## src/rtl/tcst_pkg.sv

```systemverilog
// tcst_pkg: state codes, item structs and config defaults for the
// tcp connection state tracker; used by every rtl file of the block
`default_nettype none

package tcst_pkg;

  localparam int unsigned PortW  = 16;
  localparam int unsigned StateW = 4;
  localparam int unsigned CfgIdxW = 2;

  // connection and proxy state codes, shared by all four state fields
  localparam logic [StateW-1:0] ST_LISTEN       = 4'd0;
  localparam logic [StateW-1:0] ST_SYN_SENT     = 4'd1;
  localparam logic [StateW-1:0] ST_SYN_RECEIVED = 4'd2;
  localparam logic [StateW-1:0] ST_EST_TCP      = 4'd3;
  localparam logic [StateW-1:0] ST_EST_HTTP     = 4'd4;
  localparam logic [StateW-1:0] ST_EST_FTP_CON  = 4'd5;
  localparam logic [StateW-1:0] ST_EST_FTP_DATA = 4'd6;
  localparam logic [StateW-1:0] ST_FIN_WAIT_1   = 4'd7;
  localparam logic [StateW-1:0] ST_FIN_WAIT_2   = 4'd8;
  localparam logic [StateW-1:0] ST_CLOSE_WAIT   = 4'd9;
  localparam logic [StateW-1:0] ST_LAST_ACK     = 4'd10;
  localparam logic [StateW-1:0] ST_CLOSED       = 4'd11;

  // register indexes on the config port
  localparam logic [CfgIdxW-1:0] REG_HTTP_PORT     = 2'd0;
  localparam logic [CfgIdxW-1:0] REG_FTP_CTRL_PORT = 2'd1;
  localparam logic [CfgIdxW-1:0] REG_FTP_DATA_PORT = 2'd2;

  // reset values of the port registers
  localparam logic [PortW-1:0] HTTP_PORT_RST     = 16'd80;
  localparam logic [PortW-1:0] FTP_CTRL_PORT_RST = 16'd21;
  localparam logic [PortW-1:0] FTP_DATA_PORT_RST = 16'd20;

  // verdict codes
  localparam logic VERDICT_DROP   = 1'b0;
  localparam logic VERDICT_ACCEPT = 1'b1;

  // action codes
  localparam logic ACT_FORWARD = 1'b0;
  localparam logic ACT_LOCAL   = 1'b1;

  typedef struct packed {
    logic [PortW-1:0] http_port;
    logic [PortW-1:0] ftp_control_port;
    logic [PortW-1:0] ftp_data_port;
  } cfg_t;

  typedef struct packed {
    logic              action;
    logic              syn_flag;
    logic              ack_flag;
    logic              fin_flag;
    logic [PortW-1:0]  dest_port;
    logic [PortW-1:0]  src_port;
    logic [StateW-1:0] own_state;
    logic [StateW-1:0] own_proxy_state;
    logic [StateW-1:0] twin_state;
    logic [StateW-1:0] twin_proxy_state;
  } item_t;

  typedef struct packed {
    logic              verdict;
    logic [StateW-1:0] new_own_state;
    logic [StateW-1:0] new_own_proxy_state;
    logic [StateW-1:0] new_twin_state;
    logic [StateW-1:0] new_twin_proxy_state;
  } result_t;

endpackage

`default_nettype wire

```

## src/rtl/tcst_cfg_regs.sv

```systemverilog
// tcst_cfg_regs: the three port match registers behind the write port
// depends on tcst_pkg for widths, indexes and reset values
`default_nettype none

module tcst_cfg_regs (
  input  wire logic                            clk,
  input  wire logic                            rst,
  input  wire logic                            cfg_we,
  input  wire logic [tcst_pkg::CfgIdxW-1:0]    cfg_index,
  input  wire logic [tcst_pkg::PortW-1:0]      cfg_data,
  output tcst_pkg::cfg_t                       cfg
);

  // register writes, unused index ignored
  always_ff @(posedge clk) begin
    if (rst) begin
      cfg.http_port        <= tcst_pkg::HTTP_PORT_RST;
      cfg.ftp_control_port <= tcst_pkg::FTP_CTRL_PORT_RST;
      cfg.ftp_data_port    <= tcst_pkg::FTP_DATA_PORT_RST;
    end else if (cfg_we) begin
      case (cfg_index)
        tcst_pkg::REG_HTTP_PORT:     cfg.http_port        <= cfg_data;
        tcst_pkg::REG_FTP_CTRL_PORT: cfg.ftp_control_port <= cfg_data;
        tcst_pkg::REG_FTP_DATA_PORT: cfg.ftp_data_port    <= cfg_data;
        default: ;
      endcase
    end
  end

endmodule

`default_nettype wire

```

## src/rtl/tcst_decide.sv

```systemverilog
// tcst_decide: per-packet transition and verdict logic, purely combinational
// depends on tcst_pkg for state codes and the item and result structs
`default_nettype none

module tcst_decide (
  input  wire tcst_pkg::item_t item,
  input  wire tcst_pkg::cfg_t  cfg,
  output tcst_pkg::result_t    res
);

  logic [tcst_pkg::StateW-1:0] os, op, ts, tp;
  logic                        acc;
  logic                        http_hit, ftp_ctrl_hit, ftp_data_hit;
  logic                        op_est_proxy;

  assign http_hit     = (item.dest_port == cfg.http_port);
  assign ftp_ctrl_hit = (item.dest_port == cfg.ftp_control_port);
  assign ftp_data_hit = (item.src_port == cfg.ftp_data_port);
  assign op_est_proxy = (item.own_proxy_state == tcst_pkg::ST_EST_HTTP) ||
                        (item.own_proxy_state == tcst_pkg::ST_EST_FTP_CON);

  // transition rules, unchanged fields pass through
  always_comb begin
    os  = item.own_state;
    op  = item.own_proxy_state;
    ts  = item.twin_state;
    tp  = item.twin_proxy_state;
    acc = tcst_pkg::VERDICT_ACCEPT;
    if (item.action == tcst_pkg::ACT_LOCAL) begin
      // local packets move the proxy side, and the own state too when closing from last-ack
      if (item.fin_flag && op_est_proxy) begin
        op = tcst_pkg::ST_CLOSE_WAIT;
      end else if (item.fin_flag && item.own_proxy_state == tcst_pkg::ST_FIN_WAIT_1) begin
        op = tcst_pkg::ST_FIN_WAIT_2;
      end else if (item.own_proxy_state == tcst_pkg::ST_LAST_ACK) begin
        op = tcst_pkg::ST_CLOSED;
        os = tcst_pkg::ST_CLOSED;
      end
    end else begin
      case (item.own_state)
        tcst_pkg::ST_LISTEN: begin
          if (item.syn_flag && item.ack_flag) os = tcst_pkg::ST_SYN_RECEIVED;
          else acc = tcst_pkg::VERDICT_DROP;
        end
        tcst_pkg::ST_SYN_SENT: begin
          if (item.syn_flag || !item.ack_flag) begin
            acc = tcst_pkg::VERDICT_DROP;
          end else begin
            // later port matches override earlier ones
            os = tcst_pkg::ST_EST_TCP;
            ts = tcst_pkg::ST_EST_TCP;
            if (http_hit) begin
              os = tcst_pkg::ST_EST_HTTP;
              ts = tcst_pkg::ST_EST_HTTP;
              op = tcst_pkg::ST_EST_HTTP;
              tp = tcst_pkg::ST_EST_HTTP;
            end
            if (ftp_ctrl_hit) begin
              os = tcst_pkg::ST_EST_FTP_CON;
              ts = tcst_pkg::ST_EST_FTP_CON;
              op = tcst_pkg::ST_EST_FTP_CON;
              tp = tcst_pkg::ST_EST_FTP_CON;
            end
            if (ftp_data_hit) begin
              os = tcst_pkg::ST_EST_FTP_DATA;
              ts = tcst_pkg::ST_EST_FTP_DATA;
            end
          end
        end
        tcst_pkg::ST_SYN_RECEIVED, tcst_pkg::ST_CLOSED: begin
          acc = tcst_pkg::VERDICT_DROP;
        end
        tcst_pkg::ST_CLOSE_WAIT: begin
          if (item.fin_flag) begin
            os = tcst_pkg::ST_LAST_ACK;
            ts = tcst_pkg::ST_FIN_WAIT_2;
          end
        end
        tcst_pkg::ST_FIN_WAIT_1: ;
        tcst_pkg::ST_FIN_WAIT_2: begin
          os = tcst_pkg::ST_CLOSED;
          ts = tcst_pkg::ST_CLOSED;
        end
        tcst_pkg::ST_EST_TCP, tcst_pkg::ST_EST_FTP_DATA: begin
          if (item.fin_flag) begin
            os = tcst_pkg::ST_FIN_WAIT_1;
            ts = tcst_pkg::ST_CLOSE_WAIT;
          end
        end
        default: begin
          // proxy tracking, also taken by unused own state codes
          if (item.fin_flag) begin
            if (op_est_proxy) op = tcst_pkg::ST_FIN_WAIT_1;
            else if (item.own_proxy_state == tcst_pkg::ST_CLOSE_WAIT)
              op = tcst_pkg::ST_LAST_ACK;
          end else if (item.own_proxy_state == tcst_pkg::ST_FIN_WAIT_2) begin
            op = tcst_pkg::ST_CLOSED;
            os = tcst_pkg::ST_CLOSED;
          end
        end
      endcase
    end
  end

  assign res.verdict              = acc;
  assign res.new_own_state        = os;
  assign res.new_own_proxy_state  = op;
  assign res.new_twin_state       = ts;
  assign res.new_twin_proxy_state = tp;

endmodule

`default_nettype wire

```

## src/rtl/tcp_connection_state_tracker.sv

```systemverilog
// tcp_connection_state_tracker: input register, decision logic and result register lie
// in that order between start and done; one packet accepted every cycle,
// busy never rises and done is a one-cycle strobe the receiver cannot stall.
// synchronous reset clears the stage valid flags and loads the port
// registers with 80, 21 and 20; depends on tcst_pkg, tcst_cfg_regs, tcst_decide
`default_nettype none

module tcp_connection_state_tracker (
  input  wire logic                             clk,
  input  wire logic                             rst,
  input  wire logic                             cfg_we,
  input  wire logic [tcst_pkg::CfgIdxW-1:0]     cfg_index,
  input  wire logic [tcst_pkg::PortW-1:0]       cfg_data,
  input  wire logic                             start,
  output      logic                             busy,
  input  wire logic                             action,
  input  wire logic                             syn_flag,
  input  wire logic                             ack_flag,
  input  wire logic                             fin_flag,
  input  wire logic [tcst_pkg::PortW-1:0]       dest_port,
  input  wire logic [tcst_pkg::PortW-1:0]       src_port,
  input  wire logic [tcst_pkg::StateW-1:0]      own_state,
  input  wire logic [tcst_pkg::StateW-1:0]      own_proxy_state,
  input  wire logic [tcst_pkg::StateW-1:0]      twin_state,
  input  wire logic [tcst_pkg::StateW-1:0]      twin_proxy_state,
  output      logic                             done,
  output      logic                             verdict,
  output      logic [tcst_pkg::StateW-1:0]      new_own_state,
  output      logic [tcst_pkg::StateW-1:0]      new_own_proxy_state,
  output      logic [tcst_pkg::StateW-1:0]      new_twin_state,
  output      logic [tcst_pkg::StateW-1:0]      new_twin_proxy_state
);

  tcst_pkg::cfg_t    cfg;
  tcst_pkg::item_t   item_q;
  tcst_pkg::result_t res_d;
  tcst_pkg::result_t res_q;
  logic              item_valid;
  logic              in_xfer;

  // every cycle can take a packet
  assign busy    = 1'b0;
  assign in_xfer = start && !busy;

  tcst_cfg_regs u_cfg (
    .clk       (clk),
    .rst       (rst),
    .cfg_we    (cfg_we),
    .cfg_index (cfg_index),
    .cfg_data  (cfg_data),
    .cfg       (cfg)
  );

  // input register
  always_ff @(posedge clk) begin
    if (rst) item_valid <= 1'b0;
    else     item_valid <= in_xfer;
  end

  always_ff @(posedge clk) begin
    if (in_xfer) begin
      item_q.action           <= action;
      item_q.syn_flag         <= syn_flag;
      item_q.ack_flag         <= ack_flag;
      item_q.fin_flag         <= fin_flag;
      item_q.dest_port        <= dest_port;
      item_q.src_port         <= src_port;
      item_q.own_state        <= own_state;
      item_q.own_proxy_state  <= own_proxy_state;
      item_q.twin_state       <= twin_state;
      item_q.twin_proxy_state <= twin_proxy_state;
    end
  end

  tcst_decide u_decide (
    .item (item_q),
    .cfg  (cfg),
    .res  (res_d)
  );

  // result register, one-cycle strobe
  always_ff @(posedge clk) begin
    if (rst) done <= 1'b0;
    else     done <= item_valid;
  end

  always_ff @(posedge clk) begin
    if (item_valid) res_q <= res_d;
  end

  assign verdict              = res_q.verdict;
  assign new_own_state        = res_q.new_own_state;
  assign new_own_proxy_state  = res_q.new_own_proxy_state;
  assign new_twin_state       = res_q.new_twin_state;
  assign new_twin_proxy_state = res_q.new_twin_proxy_state;

  // each accepted packet gives exactly one result after the input and result registers
  a_latency: assert property (@(posedge clk) disable iff (rst)
    in_xfer |=> ##1 done)
    else $error("result strobe missing two cycles after start");

  a_no_spurious: assert property (@(posedge clk) disable iff (rst)
    done |-> $past(item_valid))
    else $error("result strobe without a packet in flight");

  // local packets are always accepted and leave the twin row alone
  a_local_accept: assert property (@(posedge clk) disable iff (rst)
    item_valid && item_q.action == tcst_pkg::ACT_LOCAL |=>
      verdict == tcst_pkg::VERDICT_ACCEPT &&
      new_twin_state == $past(item_q.twin_state) &&
      new_twin_proxy_state == $past(item_q.twin_proxy_state))
    else $error("local packet dropped or twin state changed");

  // a dropped packet changes no state
  a_drop_holds: assert property (@(posedge clk) disable iff (rst)
    item_valid && res_d.verdict == tcst_pkg::VERDICT_DROP |->
      res_d.new_own_state == item_q.own_state &&
      res_d.new_twin_state == item_q.twin_state &&
      res_d.new_own_proxy_state == item_q.own_proxy_state)
    else $error("dropped packet changed a state");

endmodule

`default_nettype wire

```

## config.mk

```make
export PLATFORM = sky130hd
export DESIGN_NAME = tcp_connection_state_tracker
export DESIGN_NICKNAME = d
export VERILOG_FILES = /design/src/rtl/tcst_pkg.sv /design/src/rtl/tcst_cfg_regs.sv /design/src/rtl/tcst_decide.sv /design/src/rtl/tcp_connection_state_tracker.sv
export SDC_FILE = /design/constraint.sdc
export NUM_CORES = 1
export LEC_CHECK = 0
export BUFFER_PORTS_ARGS = -buffer_cell sky130_fd_sc_hd__buf_4
export CORE_MARGIN = 4
export CORE_UTILIZATION = 43
export DETAILED_ROUTE_END_ITERATION = 7
export PLACE_DENSITY = 0.62
export SYNTH_ARGS = -nofsm -noshare
export SYNTH_HDL_FRONTEND = slang
export SYNTH_HIERARCHICAL = 1
export SYNTH_SLANG_ARGS = --single-unit
```

## constraint.sdc

```tcl
create_clock -name clk -period 2.6 [get_ports clk]
set_input_delay 0.26 -clock clk [delete_from_list [all_inputs] [get_ports clk]]
set_output_delay 0.26 -clock clk [all_outputs]
set_load 0.03 [all_outputs]
```

==> impl_metrics.ini <==
[run_status]
outcome = completed

[critical_path]
path_class = register to register
crit_path_max_incr_delay_ns = 0.56
cpMaxStageDelayCell = a2111oi_0
cp.arrival_ns = 2.58
critPathMaxFanout = 8
rrSetupSlack_ns = 0.18
cp_data_required_time_ns = 2.76
r2r-start = item_q[37]$_DFFE_PP_
r2r_end = new_twin_state[1]$_DFFE_PP_
crit_family = simple AND/OR/NAND/NOR gates
worst-path-buf-inv = 0
crit_path_start_kind = register
path_depth = 5
crit_path_end = new_twin_state[1]$_DFFE_PP_
ff2ff_path_depth = 5
worstPathCellList = xor2_1 > nor4_1 > nand4_1 > a2111oi_0 > nor2_1
end_kind = register
critPathLaunch = item_q[37]$_DFFE_PP_

[floorplanning]
pin_count = 93
core_area_um2 = 12200
initial_core_util_pct = 44.8
die_w_um = 121
die_height_um = 121
die-area_um2 = 14600
rows = 40

[yosys]
ys_seq_area_share_pct = 56.2
syn_area_um2 = 5470
synth_area_per_cell_um2 = 11.9
synth_seq_cells = 119
synth-edff-count = 69
synthCells = 460
synthFlopType = edfxtp_1
synth_cell_types = 57
syn_nets = 534
synth-warning-count = 6
synthArstFlopShare_pct = 0

[clock_network]
clock_latency_ns = 0.42
cts_sinks = 119
postCtsSetupBuffers = 0
cts_tree = done
cts_buffers = 17
cts_htree_levels = 4
cts_max_path_buffers = 2
root_buffer = clkbuf_16
path_clk_slew_ns = 0.06

[route]
drt-wirelength-per-cell_um = 16.7
drt-total-wl_mm = 12.4
drt_iter0_drc = 336
antenna_left = 0
vias = 3815
vias_per_cell = 5.14
dr.pass1.iters = 5
drc = 0

[place]
place_congestion = 0.847
placedCellCount = 698
hpwl_mm = 8.63
portBuffers = 91

[final_layout]
drive_above_1_share_pct = 23.9
fin_nets = 635
syn2layout_area_growth_pct = 28.6
fillCellCount = 1064
multi_input_area_um2 = 2220
regArea_um2 = 3070
final_cells = 742
antennaDiodeCount = 0
fin_util_pct = 57.6

[sta]
fin_crit_ns = 2.42
max-slew-margin-rel_pct = 43.9
setup_viol = 0
tightest_slew_ns = 0.841
setup_tns_ns = 0
rsz0062_at_grt = false
finalCritPeriodShare_pct = 93.2
fin_skew_ns = 0.0124
slew_viol_final = 0
whs_ns = 0.0167
clock.fmax_mhz = 413
hold_viol = 0

[global_route]
grt_max_degree = 70
grtUsageTotal_pct = 18.2
grt_pass1_vias = 3897
grt_pass1_wl_mm = 20.1
overflow = 0
antenna_found_initial = 0

[power]
ir_worst_vdd_v = 0.000537
power.density_nw_per_um2 = 747
p_total_mw = 5.26
total_leakage_power_nw = 2.90

[min_path]
hold_class = input pin to register

[run]
maxCapViolCount = 0
==> cells in the mapped netlist (all sizes together) (9+ instances only) <==
library cell,n,share of area (%)
edfxtp,69,38
nor4,14,1.7
nand2,9,0.62
xor2,51,8.2
clkbuf,11,0.76
o21ai,15,1.4
nor2,22,1.5
mux2i,48,8.8
dfxtp,50,18
buf,15,1.7
inv,10,0.69
nand2b,64,7.3
==> per-stage QoR <==
| step | instance area [µm²] | worst slack [ns] |
|---|---|---|
| finish | 7030 | 0.178 |
| global route | 7030 | 0.0254 |
| CTS | 7030 | 0.173 |
| detailed placement | 6260 | 0.190 |
| global placement | 6260 | 0.247 |
| floorplan | 5470 | 0.660 |
==> where the power goes <==
part / total [mW] / internal (mW) / switching [mW]
Sequential: 2.23 / 2.13 / 0.101
Clock: 2.51 / 1.66 / 0.852
Combinational: 0.511 / 0.252 / 0.259
==> final cells by class <==
class	instances	share of cell area (%)
repair buffers	108	12.0
well taps	168	2.99
clock buffers	18	6.41
inverters	10	0.534
flip-flops and latches	119	43.7
multi-input cells	305	31.6
clock inverters	14	2.78
==> worst register-to-register path, delay by kind of cell (launching register included) <==
family	cells	cell delay [ns]
xor+xnor	1	0.18
simple gates	3	1.01
compound gates	1	0.56
flops	1	0.41
==> registers in the layout, summed over array words and instances (netlist names) <==
name,count
item_q,52
new_twin_state,4
u_cfg/cfg,48
new_own_proxy_state,4
new_own_state,4
item_valid,1
new_twin_proxy_state,4
done,1
verdict,1
==> cells by family (layout without fill, tap and decap cells) <==
family	count (synthesis)	after routing	share of synthesized area, %
xor+xnor	52	52	8.33
compound gates	52	52	6.45
other cells	1	1	0.0686
buf+inv	36	150	3.16
flops	119	119	56.2
mux	48	48	8.79
simple gates	152	152	17.0
==> metal layers <==
| layer | wire length (µm) | part of all wire (%) | GRT usage (%) | vias to the layer above |
|---|---|---|---|---|
| met5 | 0 | 0 | 0 | - |
| met4 | 197 | 1.6 | 6.73 | 0 |
| met3 | 534 | 4.3 | 4.96 | 22 |
| met2 | 6410 | 52 | 31.4 | 105 |
| met1 | 5290 | 43 | 21.6 | 1840 |
| li1 | - | - | - | 1848 |
==> layout by cell type (no fill, tap or decap), types with 12 or more instances in the layout <==
cell	instances
buf_4	96
edfxtp_1	69
nand2b_1	64
xor2_1	51
dfxtp_1	50
mux2i_1	48
nor2_1	22
clkbuf_16	18
o21ai_0	15
nor4_1	13
dlygate4sd3_1	12
==> how the worst min path moves through the flow <==
stage / from / end / cells after the start
finish: dest_port[1] / item_q[33]$_DFFE_PP_ / 1
global route: src_port[1] / item_q[17]$_DFFE_PP_ / 1
CTS: src_port[5] / item_q[21]$_DFFE_PP_ / 1
detailed placement: own_state[2] / item_q[14]$_DFFE_PP_ / 1
global placement: dest_port[1] / item_q[33]$_DFFE_PP_ / 1
floorplan: rst / done$_SDFF_PP0_ / 1
==> timing repair <==
| item | CTS | global route |
|---|---|---|
| hold buffers | 12 | 0 |
| resized for setup | 0 | 1 |
| endpoints found under the setup margin | 0 | 5 |
| endpoints found under the hold margin | 12 | 0 |
(Power assumes the default switching activity.)
